[config.mk]
export PLATFORM = sky130hd
export DESIGN_NAME = launcher_spinup_feed_jam_sequencer_core
export DESIGN_NICKNAME = d
export VERILOG_FILES = /design/src/hdl/lsfj_pkg.sv /design/src/hdl/launcher_spinup_feed_jam_sequencer_core.sv
export SDC_FILE = /design/constraint.sdc
export NUM_CORES = 1
export LEC_CHECK = 0
export ABC_AREA = 1
export BUFFER_PORTS_ARGS = -buffer_cell sky130_fd_sc_hd__buf_2
export CORE_ASPECT_RATIO = 0.5
export CORE_MARGIN = 2
export CORE_UTILIZATION = 30
export DETAILED_ROUTE_END_ITERATION = 8
export PLACE_DENSITY = 0.43
export SLEW_MARGIN = 40
export SYNTH_ARGS = -nofsm -noshare
export SYNTH_HDL_FRONTEND = slang
export SYNTH_SLANG_ARGS = --single-unit
[constraint.sdc]
create_clock -name clk -period 5.9 [get_ports clk]
set_input_delay 0.59 -clock clk [delete_from_list [all_inputs] [get_ports clk]]
set_output_delay 0.59 -clock clk [all_outputs]
set_load 0.01 [all_outputs]
[src/hdl/lsfj_pkg.sv]
// Package for the launcher spin-up, feed and jam sequencer.
// Holds beat payload types, state codes, register indexes and reset values.
// No dependencies.
package lsfj_pkg;

    // Flywheel machine codes
    localparam logic [1:0] WHEEL_IDLE   = 2'd0;
    localparam logic [1:0] WHEEL_SHOOT  = 2'd1;
    localparam logic [1:0] WHEEL_RUNOUT = 2'd2;

    // Feeder machine codes
    localparam logic [2:0] FEED_STANDBY  = 3'd0;
    localparam logic [2:0] FEED_SPINUP   = 3'd1;
    localparam logic [2:0] FEED_FIRING   = 3'd2;
    localparam logic [2:0] FEED_JAM      = 3'd3;
    localparam logic [2:0] FEED_OVERHEAT = 3'd4;

    // Configuration register indexes
    localparam int unsigned CFG_INDEX_W = 3;
    localparam int unsigned CFG_DATA_W  = 16;

    localparam logic [CFG_INDEX_W-1:0] REG_UNJAM_SPEED    = 3'd0;
    localparam logic [CFG_INDEX_W-1:0] REG_SPEED_MARGIN   = 3'd1;
    localparam logic [CFG_INDEX_W-1:0] REG_BALANCE_MARGIN = 3'd2;
    localparam logic [CFG_INDEX_W-1:0] REG_JAM_TORQUE     = 3'd3;
    localparam logic [CFG_INDEX_W-1:0] REG_JAM_SPEED      = 3'd4;
    localparam logic [CFG_INDEX_W-1:0] REG_UNJAM_MS       = 3'd5;
    localparam logic [CFG_INDEX_W-1:0] REG_CLEAR_MS       = 3'd6;
    localparam logic [CFG_INDEX_W-1:0] REG_HEAT_RESUME    = 3'd7;

    // Register reset values
    localparam logic signed [15:0] RST_UNJAM_SPEED    = 16'sd0;
    localparam logic [14:0]        RST_SPEED_MARGIN   = 15'd100;
    localparam logic [14:0]        RST_BALANCE_MARGIN = 15'd100;
    localparam logic [14:0]        RST_JAM_TORQUE     = 15'd5000;
    localparam logic [14:0]        RST_JAM_SPEED      = 15'd50;
    localparam logic [15:0]        RST_UNJAM_MS       = 16'd200;
    localparam logic [15:0]        RST_CLEAR_MS       = 16'd500;
    localparam logic [15:0]        RST_HEAT_RESUME    = 16'd2;

    // Input beat
    typedef struct packed {
        logic               enable;
        logic               fire;
        logic               keep_spinning;
        logic signed [15:0] left_speed;
        logic signed [15:0] right_speed;
        logic signed [15:0] feed_rpm;
        logic signed [15:0] feeder_torque;
        logic [15:0]        shots_left;
        logic [31:0]        now_ms;
        logic [14:0]        wheel_target;
        logic signed [15:0] feed_target;
    } item_t;

    // Result beat
    typedef struct packed {
        logic signed [15:0] left_setpoint;
        logic signed [15:0] right_setpoint;
        logic signed [15:0] feeder_setpoint;
        logic [1:0]         wheel_state;
        logic [2:0]         feed_state;
        logic               clear_integral;
    } result_t;

    // Magnitude of a 17-bit signed value; -65536 comes out as 65536
    function automatic logic [16:0] mag17(input logic signed [16:0] v);
        logic [16:0] r;
        r = v[16] ? 17'(-v) : 17'(v);
        return r;
    endfunction

endpackage

[src/hdl/launcher_spinup_feed_jam_sequencer_core.sv]
// Top level of the launcher spin-up, feed and jam sequencer.
// Depends on lsfj_pkg for payload types, state codes and register indexes.
//
// Usage:
//   Each input beat on item_data is one control tick. It is taken when
//   item_valid and item_ready are both high; its result beat appears on
//   result_data with result_valid in the next cycle and stays until
//   result_ready is high. One result beat per input beat, in order.
//   Throughput is one beat per cycle: both machines step in a single
//   combinational pass from the input port into the result register,
//   so item_ready stays high while the result register is empty or is
//   being emptied in the same cycle. A stalled receiver holds the result
//   register and drops item_ready until it is taken.
//   Configuration is a plain write port (cfg_we, cfg_index, cfg_data),
//   taken at once; write only while no beat is in flight.
//   Reset (rst_n low, asynchronous) puts both machines in standby, clears
//   the stored start times, empties the result register and loads the
//   default register values.
module launcher_spinup_feed_jam_sequencer_core (
    input  logic                                clk,
    input  logic                                rst_n,
    input  logic                                item_valid,
    output logic                                item_ready,
    input  lsfj_pkg::item_t                     item_data,
    output logic                                result_valid,
    input  logic                                result_ready,
    output lsfj_pkg::result_t                   result_data,
    input  logic                                cfg_we,
    input  logic [lsfj_pkg::CFG_INDEX_W-1:0]    cfg_index,
    input  logic [lsfj_pkg::CFG_DATA_W-1:0]     cfg_data
);

    // Configuration registers
    logic signed [15:0] unjam_speed_reg;
    logic [14:0]        speed_margin_reg;
    logic [14:0]        balance_margin_reg;
    logic [14:0]        jam_torque_reg;
    logic [14:0]        jam_speed_reg;
    logic [15:0]        unjam_ms_reg;
    logic [15:0]        clear_ms_reg;
    logic [15:0]        heat_resume_reg;

    // Machine state
    logic [1:0]  wheel_mode_reg, wheel_mode_next;
    logic [2:0]  feed_mode_reg, feed_mode_next;
    logic [31:0] clear_start_reg, clear_start_next;
    logic [31:0] jam_start_reg, jam_start_next;

    // Result register
    logic              result_valid_reg;
    lsfj_pkg::result_t result_data_reg, result_data_next;

    logic accept;

    // Wheel and feeder measurements
    logic signed [16:0] wheel_sum;
    logic signed [16:0] wheel_diff;
    logic [16:0]        imbalance;
    logic [16:0]        diff_mag;
    logic [15:0]        avg_speed;
    logic signed [16:0] speed_err_s;
    logic [16:0]        speed_err;
    logic [16:0]        feeder_mag;
    logic signed [16:0] torque_x;
    logic signed [16:0] jam_torque_pos;
    logic signed [16:0] jam_torque_neg;
    logic [31:0]        clear_elapsed;
    logic [31:0]        jam_elapsed;
    logic               speed_ok;
    logic               speed_bad;
    logic               jam_hit;
    logic               clr_pulse;

    assign item_ready   = !result_valid_reg || result_ready;
    assign accept       = item_valid && item_ready;
    assign result_valid = result_valid_reg;
    assign result_data  = result_data_reg;

    // Derive errors and jam conditions from the incoming beat
    always_comb
    begin
        wheel_sum      = 17'(item_data.left_speed) + 17'(item_data.right_speed);
        wheel_diff     = 17'(item_data.left_speed) - 17'(item_data.right_speed);
        imbalance      = lsfj_pkg::mag17(wheel_sum);
        diff_mag       = lsfj_pkg::mag17(wheel_diff);
        avg_speed      = diff_mag[16:1];
        speed_err_s    = signed'({1'b0, avg_speed}) - signed'({2'b00, item_data.wheel_target});
        speed_err      = lsfj_pkg::mag17(speed_err_s);
        feeder_mag     = lsfj_pkg::mag17(17'(item_data.feed_rpm));
        torque_x       = 17'(item_data.feeder_torque);
        jam_torque_pos = signed'({2'b00, jam_torque_reg});
        jam_torque_neg = -jam_torque_pos;
        clear_elapsed  = item_data.now_ms - clear_start_reg;
        jam_elapsed    = item_data.now_ms - jam_start_reg;
        speed_ok       = (speed_err < {2'b00, speed_margin_reg})
                      && (imbalance < {2'b00, balance_margin_reg});
        speed_bad      = (speed_err > {2'b00, speed_margin_reg})
                      && (imbalance > {2'b00, balance_margin_reg});
        jam_hit        = (torque_x > jam_torque_pos)
                      && (feeder_mag < {2'b00, jam_speed_reg});
    end

    // Step the flywheel machine; it sees the feeder mode before this tick
    always_comb
    begin
        wheel_mode_next  = wheel_mode_reg;
        clear_start_next = clear_start_reg;
        case (wheel_mode_reg)
            lsfj_pkg::WHEEL_IDLE:
            begin
                if (item_data.keep_spinning || item_data.fire)
                    wheel_mode_next = lsfj_pkg::WHEEL_SHOOT;
            end
            lsfj_pkg::WHEEL_SHOOT:
            begin
                if (!item_data.fire && !item_data.keep_spinning)
                begin
                    wheel_mode_next  = lsfj_pkg::WHEEL_RUNOUT;
                    clear_start_next = item_data.now_ms;
                end
            end
            lsfj_pkg::WHEEL_RUNOUT:
            begin
                if (item_data.fire)
                    wheel_mode_next = lsfj_pkg::WHEEL_SHOOT;
                else if ((clear_elapsed > {16'd0, clear_ms_reg})
                      && (feed_mode_reg == lsfj_pkg::FEED_STANDBY))
                    wheel_mode_next = lsfj_pkg::WHEEL_IDLE;
            end
            default:
            begin
                wheel_mode_next = lsfj_pkg::WHEEL_IDLE;
            end
        endcase
    end

    // Step the feeder machine
    always_comb
    begin
        feed_mode_next = feed_mode_reg;
        jam_start_next = jam_start_reg;
        clr_pulse      = 1'b0;
        case (feed_mode_reg)
            lsfj_pkg::FEED_STANDBY:
            begin
                if (item_data.fire)
                    feed_mode_next = lsfj_pkg::FEED_SPINUP;
            end
            lsfj_pkg::FEED_SPINUP:
            begin
                if (speed_ok)
                    feed_mode_next = lsfj_pkg::FEED_FIRING;
            end
            lsfj_pkg::FEED_FIRING:
            begin
                if (jam_hit)
                begin
                    jam_start_next = item_data.now_ms;
                    clr_pulse      = 1'b1;
                    feed_mode_next = lsfj_pkg::FEED_JAM;
                end
                else if (!item_data.fire)
                    feed_mode_next = lsfj_pkg::FEED_STANDBY;
                else if (item_data.shots_left == 16'd0)
                    feed_mode_next = lsfj_pkg::FEED_OVERHEAT;
                else if (speed_bad)
                    feed_mode_next = lsfj_pkg::FEED_SPINUP;
            end
            lsfj_pkg::FEED_JAM:
            begin
                if ((jam_elapsed > {16'd0, unjam_ms_reg}) || (torque_x < jam_torque_neg))
                    feed_mode_next = lsfj_pkg::FEED_SPINUP;
            end
            lsfj_pkg::FEED_OVERHEAT:
            begin
                if (item_data.shots_left > heat_resume_reg)
                    feed_mode_next = item_data.fire ? lsfj_pkg::FEED_SPINUP
                                                    : lsfj_pkg::FEED_STANDBY;
            end
            default:
            begin
                feed_mode_next = lsfj_pkg::FEED_STANDBY;
            end
        endcase
    end

    // Form the result beat; hold modes and zero setpoints when disabled
    always_comb
    begin
        result_data_next = '0;
        if (item_data.enable)
        begin
            result_data_next.wheel_state    = wheel_mode_next;
            result_data_next.feed_state     = feed_mode_next;
            result_data_next.clear_integral = clr_pulse;
            if ((wheel_mode_next == lsfj_pkg::WHEEL_SHOOT)
             || (wheel_mode_next == lsfj_pkg::WHEEL_RUNOUT))
            begin
                result_data_next.left_setpoint  = signed'({1'b0, item_data.wheel_target});
                result_data_next.right_setpoint = 16'sd0 - signed'({1'b0, item_data.wheel_target});
            end
            if (feed_mode_next == lsfj_pkg::FEED_FIRING)
                result_data_next.feeder_setpoint = item_data.feed_target;
            else if (feed_mode_next == lsfj_pkg::FEED_JAM)
                result_data_next.feeder_setpoint = unjam_speed_reg;
        end
        else
        begin
            result_data_next.wheel_state = wheel_mode_reg;
            result_data_next.feed_state  = feed_mode_reg;
        end
    end

    // Advance machine state on an enabled beat
    always_ff @(posedge clk or negedge rst_n)
    begin
        if (!rst_n)
        begin
            wheel_mode_reg  <= lsfj_pkg::WHEEL_IDLE;
            feed_mode_reg   <= lsfj_pkg::FEED_STANDBY;
            clear_start_reg <= '0;
            jam_start_reg   <= '0;
        end
        else if (accept && item_data.enable)
        begin
            wheel_mode_reg  <= wheel_mode_next;
            feed_mode_reg   <= feed_mode_next;
            clear_start_reg <= clear_start_next;
            jam_start_reg   <= jam_start_next;
        end
    end

    // Hold the result beat until the receiver takes it
    always_ff @(posedge clk or negedge rst_n)
    begin
        if (!rst_n)
            result_valid_reg <= 1'b0;
        else if (accept)
            result_valid_reg <= 1'b1;
        else if (result_ready)
            result_valid_reg <= 1'b0;
    end

    always_ff @(posedge clk)
    begin
        if (accept)
            result_data_reg <= result_data_next;
    end

    // Configuration writes; unused upper data bits drop
    always_ff @(posedge clk or negedge rst_n)
    begin
        if (!rst_n)
        begin
            unjam_speed_reg    <= lsfj_pkg::RST_UNJAM_SPEED;
            speed_margin_reg   <= lsfj_pkg::RST_SPEED_MARGIN;
            balance_margin_reg <= lsfj_pkg::RST_BALANCE_MARGIN;
            jam_torque_reg     <= lsfj_pkg::RST_JAM_TORQUE;
            jam_speed_reg      <= lsfj_pkg::RST_JAM_SPEED;
            unjam_ms_reg       <= lsfj_pkg::RST_UNJAM_MS;
            clear_ms_reg       <= lsfj_pkg::RST_CLEAR_MS;
            heat_resume_reg    <= lsfj_pkg::RST_HEAT_RESUME;
        end
        else if (cfg_we)
        begin
            case (cfg_index)
                lsfj_pkg::REG_UNJAM_SPEED:    unjam_speed_reg    <= signed'(cfg_data);
                lsfj_pkg::REG_SPEED_MARGIN:   speed_margin_reg   <= cfg_data[14:0];
                lsfj_pkg::REG_BALANCE_MARGIN: balance_margin_reg <= cfg_data[14:0];
                lsfj_pkg::REG_JAM_TORQUE:     jam_torque_reg     <= cfg_data[14:0];
                lsfj_pkg::REG_JAM_SPEED:      jam_speed_reg      <= cfg_data[14:0];
                lsfj_pkg::REG_UNJAM_MS:       unjam_ms_reg       <= cfg_data;
                lsfj_pkg::REG_CLEAR_MS:       clear_ms_reg       <= cfg_data;
                lsfj_pkg::REG_HEAT_RESUME:    heat_resume_reg    <= cfg_data;
                default:                      ;
            endcase
        end
    end

endmodule

# After elaboration in Yosys (flattened, before gate mapping)
# Index checks and enable logic that the tools add are counted.
# totals
ff_bits,248
latchBits,0
ramBits,0
mem_bits_ro,0
in_bits,170
out_inout_bits,56
wordCells,114
n_memories,0
# op_classes
addsub,11
n_mul,0
n_div,0
order_cmp,10
eq_ne,17
shifts,0
mux,25
bitwise,0
n_reduce_logical,31
# ops
op,count
2-to-1 mux 17 bit,4
> comparator 32 x 16 -> 1 bit,2
subtractor 32 bit,2
< comparator 17 x 15 -> 1 bit,3
negation 17 bit,3
> comparator 17 x 15 -> 1 bit,2
> comparator 16 bit,2
2-to-1 mux 16 bit,2
2-to-1 mux 3 bit,8
AND reduction 2 bit,10
== test 3 x 2 -> 1 bit (second input constant),6
adder 16 x 16 -> 17 bit,1
< comparator 16 x 17 -> 1 bit,1
negation 15 -> 17 bit,1
negation 16 -> 17 bit,1
subtractor 16 x 15 -> 17 bit,1
subtractor 16 x 16 -> 17 bit,1
zero test 16 bit,1
subtractor 1 x 15 -> 16 bit (first input constant),1
== test 3 bit (second input constant),5
one-hot mux 3 bit (5 select lines),1
2-to-1 mux 2 bit,4
logical AND 1 bit,7
== test 3 x 1 -> 1 bit (second input constant),2
11 further kinds,23

# Depth between registers and ports, before layout
# Gate-level depths: netlist (run 1).
# logic_depth
word_depth,16
depth_mapped,52
ltp_nobuf,49

# Least setup slack after synthesis (run 1)
# Ideal clock, no wire load.
# synth_timing
kind,input to register
start,input port item_data[127] in the netlist's numbering
end,"register result_data_reg (netlist bit result_data[14]), data pin"
setup_ps,270
arrival_ps,6059
required_ps,5630
setup_slack_ps,-429
path_stages,51
n_path_buf,2
cell_sequence,inv_1 > ha_1 > fa_1 > inv_1 > nand3_1 > nand3_1 > nand3_1 > nand3_1 > nand2_1 > nand2_1 > nand2_1 > nand2_1 > buf_2 > clkinv_1 > nand2_1 > o21ai_0 > ha_1 > fa_1 > [... 15 more ...] > nor2_1 > nor2_1 > nand4_1 > nand2_1 > o211ai_1 > nand3_1 > nand2_1 > o41ai_1 > nand3_2 > nand3_2 > nand2_1 > nand2_1 > nand2_2 > nand2_4 > nand2_4 > buf_6 > nand3_1 > a21oi_1
# synth_between
elab_chain_cells,16
word_cells_on_any_way,25
cone_classes,6 x add/sub; 4 x order compare; 2 x eq/ne; 11 x mux; 2 x reduce/logical
# synth_lines
element,line,source
"start, declared",launcher_spinup_feed_jam_sequencer_core.sv:24,"input lsfj_pkg::item_t item_data,"
subtractor 16 x 16 -> 17 bit,launcher_spinup_feed_jam_sequencer_core.sv:83,wheel_diff = 17'(item_data.left_speed) - 17'(item_data.right_speed);
negation 17 bit,lsfj_pkg.sv:69,r = v[16] ? 17'(-v) : 17'(v);
2-to-1 mux 17 bit,lsfj_pkg.sv:69,
subtractor 16 x 15 -> 17 bit,launcher_spinup_feed_jam_sequencer_core.sv:87,"speed_err_s = signed'({1'b0, avg_speed}) - signed'({2'b00, item_data.wheel_target});"
negation 17 bit,lsfj_pkg.sv:69,
2-to-1 mux 17 bit,lsfj_pkg.sv:69,
> comparator 17 x 15 -> 1 bit,launcher_spinup_feed_jam_sequencer_core.sv:97,"speed_bad = (speed_err > {2'b00, speed_margin_reg})"
logical AND 1 bit,launcher_spinup_feed_jam_sequencer_core.sv:98,"&& (imbalance > {2'b00, balance_margin_reg});"
2-to-1 mux 3 bit,launcher_spinup_feed_jam_sequencer_core.sv:166,else if (speed_bad)
2-to-1 mux 3 bit,launcher_spinup_feed_jam_sequencer_core.sv:164,else if (item_data.shots_left == 16'd0)
2-to-1 mux 3 bit,launcher_spinup_feed_jam_sequencer_core.sv:162,else if (!item_data.fire)
2-to-1 mux 3 bit,launcher_spinup_feed_jam_sequencer_core.sv:156,if (jam_hit)
one-hot mux 3 bit (5 select lines) (*),launcher_spinup_feed_jam_sequencer_core.sv:143,case (feed_mode_reg)
== test 3 x 2 -> 1 bit,launcher_spinup_feed_jam_sequencer_core.sv:204,else if (feed_mode_next == lsfj_pkg::FEED_JAM)
2-to-1 mux 16 bit,launcher_spinup_feed_jam_sequencer_core.sv:204,
2-to-1 mux 16 bit (*),launcher_spinup_feed_jam_sequencer_core.sv:202,if (feed_mode_next == lsfj_pkg::FEED_FIRING)
"end signal, assigned",launcher_spinup_feed_jam_sequencer_core.sv:247,result_data_reg <= result_data_next;
"end, declared",launcher_spinup_feed_jam_sequencer_core.sv:51,"lsfj_pkg::result_t result_data_reg, result_data_next;"
# Mark *: on every way between the ends. The rest lies on a longest branch, timed or not.
# A chain may end at the register's enable or synchronous reset.

# Final worst setup path (run 1)
# layout_timing
start,input port item_data[127] in the netlist's numbering
end,"register result_data_reg (netlist bit result_data[7]), data pin"
# The elaborated chain is that of the path after synthesis.

==> results of run 1 <==
[kinds of logic after synthesis]
family | Yosys count | share of synthesized area
fa+ha+maj | 244 | 0.1447
flops | 246 | 0.3018
buf+inv | 565 | 0.1044
simple gates | 1290 | 0.2555
compound gates | 533 | 0.1350
xor+xnor | 139 | 0.05840
other cells | 1 | 0.0001756
[metrics by stage]
| stage | cells | power [mW] | utilization | area (sq um) | setup slack (ns) |
|---|---|---|---|---|---|
| 2_1_floorplan | 3018 | 5.744 | - | 21400 | 0.03412 |
| 3_3_place_gp | 4337 | 7.417 | 0.3526 | 24930 | -0.7608 |
| 3_5_place_dp | 4339 | 7.461 | 0.3535 | 25000 | -0.8512 |
| 4_1_cts | 4396 | 9.342 | 0.3681 | 26030 | 0.002132 |
| 5_1_grt | 4410 | 10.62 | 0.3765 | 26620 | -0.2072 |
| 6_report | 4411 | 9.613 | 0.3766 | 26630 | 0.2244 |
[where the power goes]
group	switching [mW]	total [mW]	internal, mW	leakage (nW)
clock network	0.808	1.74	0.937	0.426
logic	3.25	5.60	2.35	10.6
registers	0.158	2.27	2.11	2.75
total	4.21	9.61	5.40	13.7
[path summary, 6_finish.rpt]
| kind | endpoint | cells after the start | from |
|---|---|---|---|
| worst max-delay path | result_data[7] | 45 | item_data[127] |
| worst min-delay path | heat_resume_reg[10] | 3 | cfg_data[10] |
| worst max register to register | result_data[21] | 29 | jam_start_reg[6] |
| worst min register to register | balance_margin_reg[3] | 2 | balance_margin_reg[3] |
| max in group asynchronous | jam_speed_reg[2] | 3 | rst_n |
| min in group asynchronous | jam_start_reg[27] | 2 | rst_n |
[layer usage]
layer / wire length [um] / part of all wire
met2: 31570 / 0.47
met1: 32250 / 0.48
met4: 1732 / 0.026
met5: 0 / 0
met3: 2027 / 0.030
[final cells by class]
cell class,count,area (sq um),share of cell area
multi-input cells,2213,13310,0.5000
flip-flops and latches,246,6446,0.2421
repair buffers,444,2902,0.1090
inverters,499,1886,0.07081
well taps,958,1199,0.04502
clock buffers,34,726.9,0.02730
clock inverters,16,151.4,0.005686
diodes,1,2.502,0.00009398
[cells in the final DEF, fill, tap and decap left out, types with 9 or more instances in the layout]
master	n
a21oi_1	210
a21oi_2	12
buf_2	221
buf_4	210
clkbuf_16	28
dfrtp_1	170
dfstp_2	24
edfxtp_1	52
ha_1	228
inv_1	490
nand2_1	682
nand2_2	34
nand3_1	145
nand3_2	14
nand4_1	68
nor2_1	235
nor2_2	25
nor3_1	45
nor4_1	11
o21a_1	9
o21ai_0	231
o221ai_1	9
xnor2_1	29
xor2_1	99
[critical path, delay by kind of cell]
family	cells	cell delay (ns)
AND/OR/NAND/NOR	25	2.22
XOR/XNOR	2	0.29
AO/OA/AOI/OAI	7	0.81
buffers and inverters	6	0.51
adder cells (fa/ha/maj)	5	1.53
[what timing repair did]
item / CTS / global route
hold buffers: 1 / 0
resized for setup: 23 / 96
setup endpoints to repair: 18 / 22
pin swaps: 9 / 65
cloned: 3 / 5
endpoints found under the hold margin: 3 / 0
setup buffers: 3 / 9
==> flow_summary.json, run 1 <==
{
  "largest_reg_flops": 52,
  "end_kind": "flip-flop",
  "totalWireLength_um": 67590,
  "die_w_um": 381.4,
  "htree_levels": 1,
  "initialDrtViolationCount": 1064,
  "dr.pass1.iters": 5,
  "setup_violations": 0,
  "synthTopCellsByArea": "dfrtp_1, ha_1, nand2_1",
  "synth.top_cells.by_count": "nand2_1, inv_1, nor2_1",
  "use_met3": 0.02136,
  "wl_per_cell_um": 15.32,
  "fin_setup_tns_ns": 0,
  "p_leak_nw": 13.74,
  "cts_buffers": 27,
  "cp_common_cell": "nand2_2",
  "syn-num-nets": 3432,
  "viasPerCell": 4.635,
  "insertion_delay_ns": 0.62,
  "hold_path.class": "in2reg",
  "worst_clock_skew_ns": 0.05438,
  "root_buffer": "clkbuf_16",
  "grt_usage": 0.1833,
  "outcome": "completed",
  "dieArea_sq_um": 73480,
  "slew_headroom": 0.4441,
  "period_share": 0.9620,
  "synthDistinctLibCells": 57,
  "first_global_vias": 20100,
  "initial_utilization": 0.3021,
  "syn_area_sq_um": 21360,
  "grt_busiest_layer": "met2",
  "ys_ff_latch": 246,
  "grt_overflow": 0,
  "core_area_sq_um": 70710,
  "nets": 3845,
  "clk_pin_slew_ns": 0.07,
  "max_stage_delay_ns": 0.60,
  "ys_warn_count": 0,
  "dpl.hpwl_um": 54400,
  "die_h_um": 192.7,
  "areaGrowthSynthToFinish_pct": 24.66,
  "io_pins": 226,
  "cts.sinks": 246,
  "num_rows": 69,
  "synth.top_cell.area_share": 0.1992,
  "drc_errors": 0,
  "period_minus_slack_ns": 5.676,
  "grt_pass1_wl_um": 107700,
  "ir_drop_v": 0.0001849,
  "yosys.area.top_type": "dfrtp_1",
  "port_buffers": 224,
  "worstPathArrival_ns": 5.97,
  "slew_violations": 0,
  "powerDensity_nw_per_um2": 361.0,
  "synth_edf_count": 52,
  "yosys.cell_count.top_type": "nand2_1",
  "crit_fanout": 6,
  "layout-drive-gt1-share": 0.1926,
  "hold_viol": 0,
  "hold_slack_ns": 0.1969,
  "seq_area_frac_synth": 0.3018,
  "fill_cells": 7652,
  "grt_use_met2": 0.3175,
  "num_vias": 20450,
  "critPathLaunchType": "primary input",
  "rsz0062_at_grt": "yes",
  "synthCells": 3018,
  "cp.required_ns": 6.20,
  "use_met1": 0.2434,
  "drv_cap": 0,
  "antenna_found_initial": 3,
  "worstSetupPathType": "in2reg",
  "fmax_mhz": 176.2,
  "cp_slowest_cell": "fa_2",
  "antenna_left": 0,
  "tightest_slew_ns": 0.8293,
  "r2r_setup_slack_ns": 0.96,
  "synth_flop_cell": "dfrtp_1",
  "avgSynthCellArea_sq_um": 7.077,
  "ys_async_sr_fraction": 0.7886,
  "grt_max_degree": 118,
  "globalplace.congestion": 0.8745,
  "tritoncts": "done",
  "clk_path_buf_depth": 3
}
Note: power is estimated with default switching activity, not from simulation.
==> run 2: changes to the inputs <==
Settings changed: SETUP_SLACK_MARGIN from default to 0.5.
==> run 2 against run 1 <==
  * Cell count rose by 0.34%
  * Fmax fell by 2.0%
  * Via count fell by 0.46%
  * Largest cell class unchanged
  * Non-clock buffer count rose by 11
  * Clock power rose by 16%
==> flow_summary.json, run 2 (synthesized netlist as in run 1, its figures left out) <==
{
  "dpl.hpwl_um": 55460,
  "outcome": "completed",
  "setup_violations": 0,
  "globalplace.congestion": 0.8708,
  "initial_utilization": 0.3021,
  "viasPerCell": 4.598,
  "nets": 3857,
  "rsz0062_at_grt": "yes",
  "place_inst": 4338,
  "port_buffers": 224,
  "io_pins": 226,
  "core_area_sq_um": 70710,
  "cts_buffers": 29,
  "rr_endpoint": "result_data[19]",
  "postLayoutCellArea_sq_um": 26790,
  "tightest_slew_ns": 0.7861,
  "critPathLaunchType": "primary input",
  "utilization": 0.3788,
  "fmax_mhz": 172.7,
  "initialDrtViolationCount": 1141,
  "whs_endpoint": "heat_resume_reg[3]",
  "cts.sinks": 246,
  "hold_viol": 0,
  "root_buffer": "clkbuf_16",
  "dieArea_sq_um": 73480,
  "num_rows": 69,
  "switchingPower_mw": 4.228,
  "worstReg2RegStart": "jam_start_reg[0]",
  "power_frac_comb": 0.567,
  "ir_drop_v": 0.0002826,
  "final_common_cell": "nand2_1",
  "die_h_um": 192.7,
  "hold_path.class": "in2reg",
  "hp-start": "cfg_data[3]",
  "insertion_delay_ns": 0.62,
  "end_kind": "flip-flop",
  "p_leak_nw": 13.87,
  "cp_common_cell": "buf_4",
  "wl_per_cell_um": 15.65,
  "areaGrowthSynthToFinish_pct": 25.41,
  "largest_reg_flops": 52,
  "totalWireLength_um": 69280,
  "drc_errors": 0,
  "cp.required_ns": 6.36,
  "swShare": 0.4281,
  "tritoncts": "done",
  "htree_levels": 1,
  "seq_power_share": 0.229,
  "drv_cap": 0,
  "clockPowerShare": 0.204,
  "powerDensity_nw_per_um2": 368.8,
  "p_int_mw": 5.649,
  "fin_cells": 4426,
  "antenna_left": 0,
  "slew_violations": 0,
  "num_vias": 20350,
  "dr.pass1.iters": 6,
  "crit_fanout": 8,
  "period_minus_slack_ns": 5.790,
  "cp_slowest_cell": "fa_2",
  "rr_worst_depth": 30,
  "worstSetupPathType": "in2reg",
  "worstPathArrival_ns": 6.25,
  "hold-path-cell-count": 3,
  "clk_pin_slew_ns": 0.07,
  "worst_clock_skew_ns": 0.03949,
  "grt_overflow": 0,
  "die_w_um": 381.4,
  "grt_usage": 0.1861,
  "grt_max_degree": 111,
  "slew_headroom": 0.4759,
  "clk_path_buf_depth": 3,
  "first_global_vias": 19780,
  "layout-drive-gt1-share": 0.1922,
  "antenna_found_initial": 14,
  "max_stage_delay_ns": 0.62,
  "mostFrequentLayoutCells": "nand2_1, inv_1, nor2_1",
  "r2r_setup_slack_ns": 0.98,
  "post_dp_cell_area_sq_um": 25080,
  "period_share": 0.9813,
  "grt_pass1_wl_um": 108600
}
run 2: cell types whose count changed in the layout (fill, tap and decap cells not counted), sizes merged:
cell / change
diode: +1
inv: -4
clkinv: +2
bufinv: +3
nand2: -1
clkbuf: +3
buf: +11
run 2: per-stage QoR:
stage	hold WS [ns]	worst slack (ns)	setup TNS [ns]	power [mW]
after detailed placement	0.4728	-0.7390	-14.96	7.571
after global placement	0.4665	-0.6079	-12.29	7.507
after global routing	0.1691	-0.2663	-4.645	10.86
final	0.1969	0.1102	0	9.877
after CTS	0.1519	0.2474	0	9.808
after floorplan	0.2944	0.1654	0	5.855
run 2: timing repair:
item,CTS,global route
setup buffers,18,7
resized for setup,37,43
endpoints found under the hold margin,88,0
cloned,2,4
pin swaps,25,43
hold buffers,1,0
setup endpoints to repair,22,22
run 2: worst max-delay path, delay by kind of cell:
| kind | cells | cell delay (ns) |
|---|---|---|
| simple gates | 19 | 2.05 |
| buf+inv | 9 | 0.90 |
| fa+ha+maj | 5 | 1.63 |
| compound gates | 5 | 0.78 |
| xor+xnor | 2 | 0.30 |
run 2: cell type report:
class	instances	area, sq um
diodes	2	5.005
clock buffers	37	827.0
clock inverters	17	230.2
fillers	7544	43920
inverters	499	1891
multi-input cells	2212	13250
flip-flops and latches	246	6446
well taps	958	1199
repair buffers	455	2942
run 2: power groups by stage:
stage	Clock, mW	Sequential (mW)	Combinational, mW
after global routing	2.14	2.30	6.42
final	2.01	2.26	5.60
after detailed placement	0	2.29	5.28
after global placement	0	2.28	5.22
after floorplan	0	2.26	3.59
after CTS	2.08	2.26	5.47
run 2: metal layers:
| metal | global-route usage | up-vias | part of all wire |
|---|---|---|---|
| met3 | 0.02163 | 67 | 0.034 |
| met2 | 0.3120 | 271 | 0.46 |
| met1 | 0.2606 | 9346 | 0.49 |
| li1 | - | 10670 | - |
| met4 | 0.03101 | 0 | 0.016 |
| met5 | 0 | - | 0 |
run 2: worst max path at each step:
stage	start	to	slack [ns]	cells past startpoint
finish	item_data[127]	result_data[19]	0.11	40
global route	item_data[127]	result_data[9]	-0.27	40
CTS	item_data[127]	result_data[19]	0.25	44
detailed placement	item_data[113]	result_data[19]	-0.74	45
global placement	item_data[113]	result_data[19]	-0.61	45
floorplan	item_data[127]	result_data[20]	0.17	45
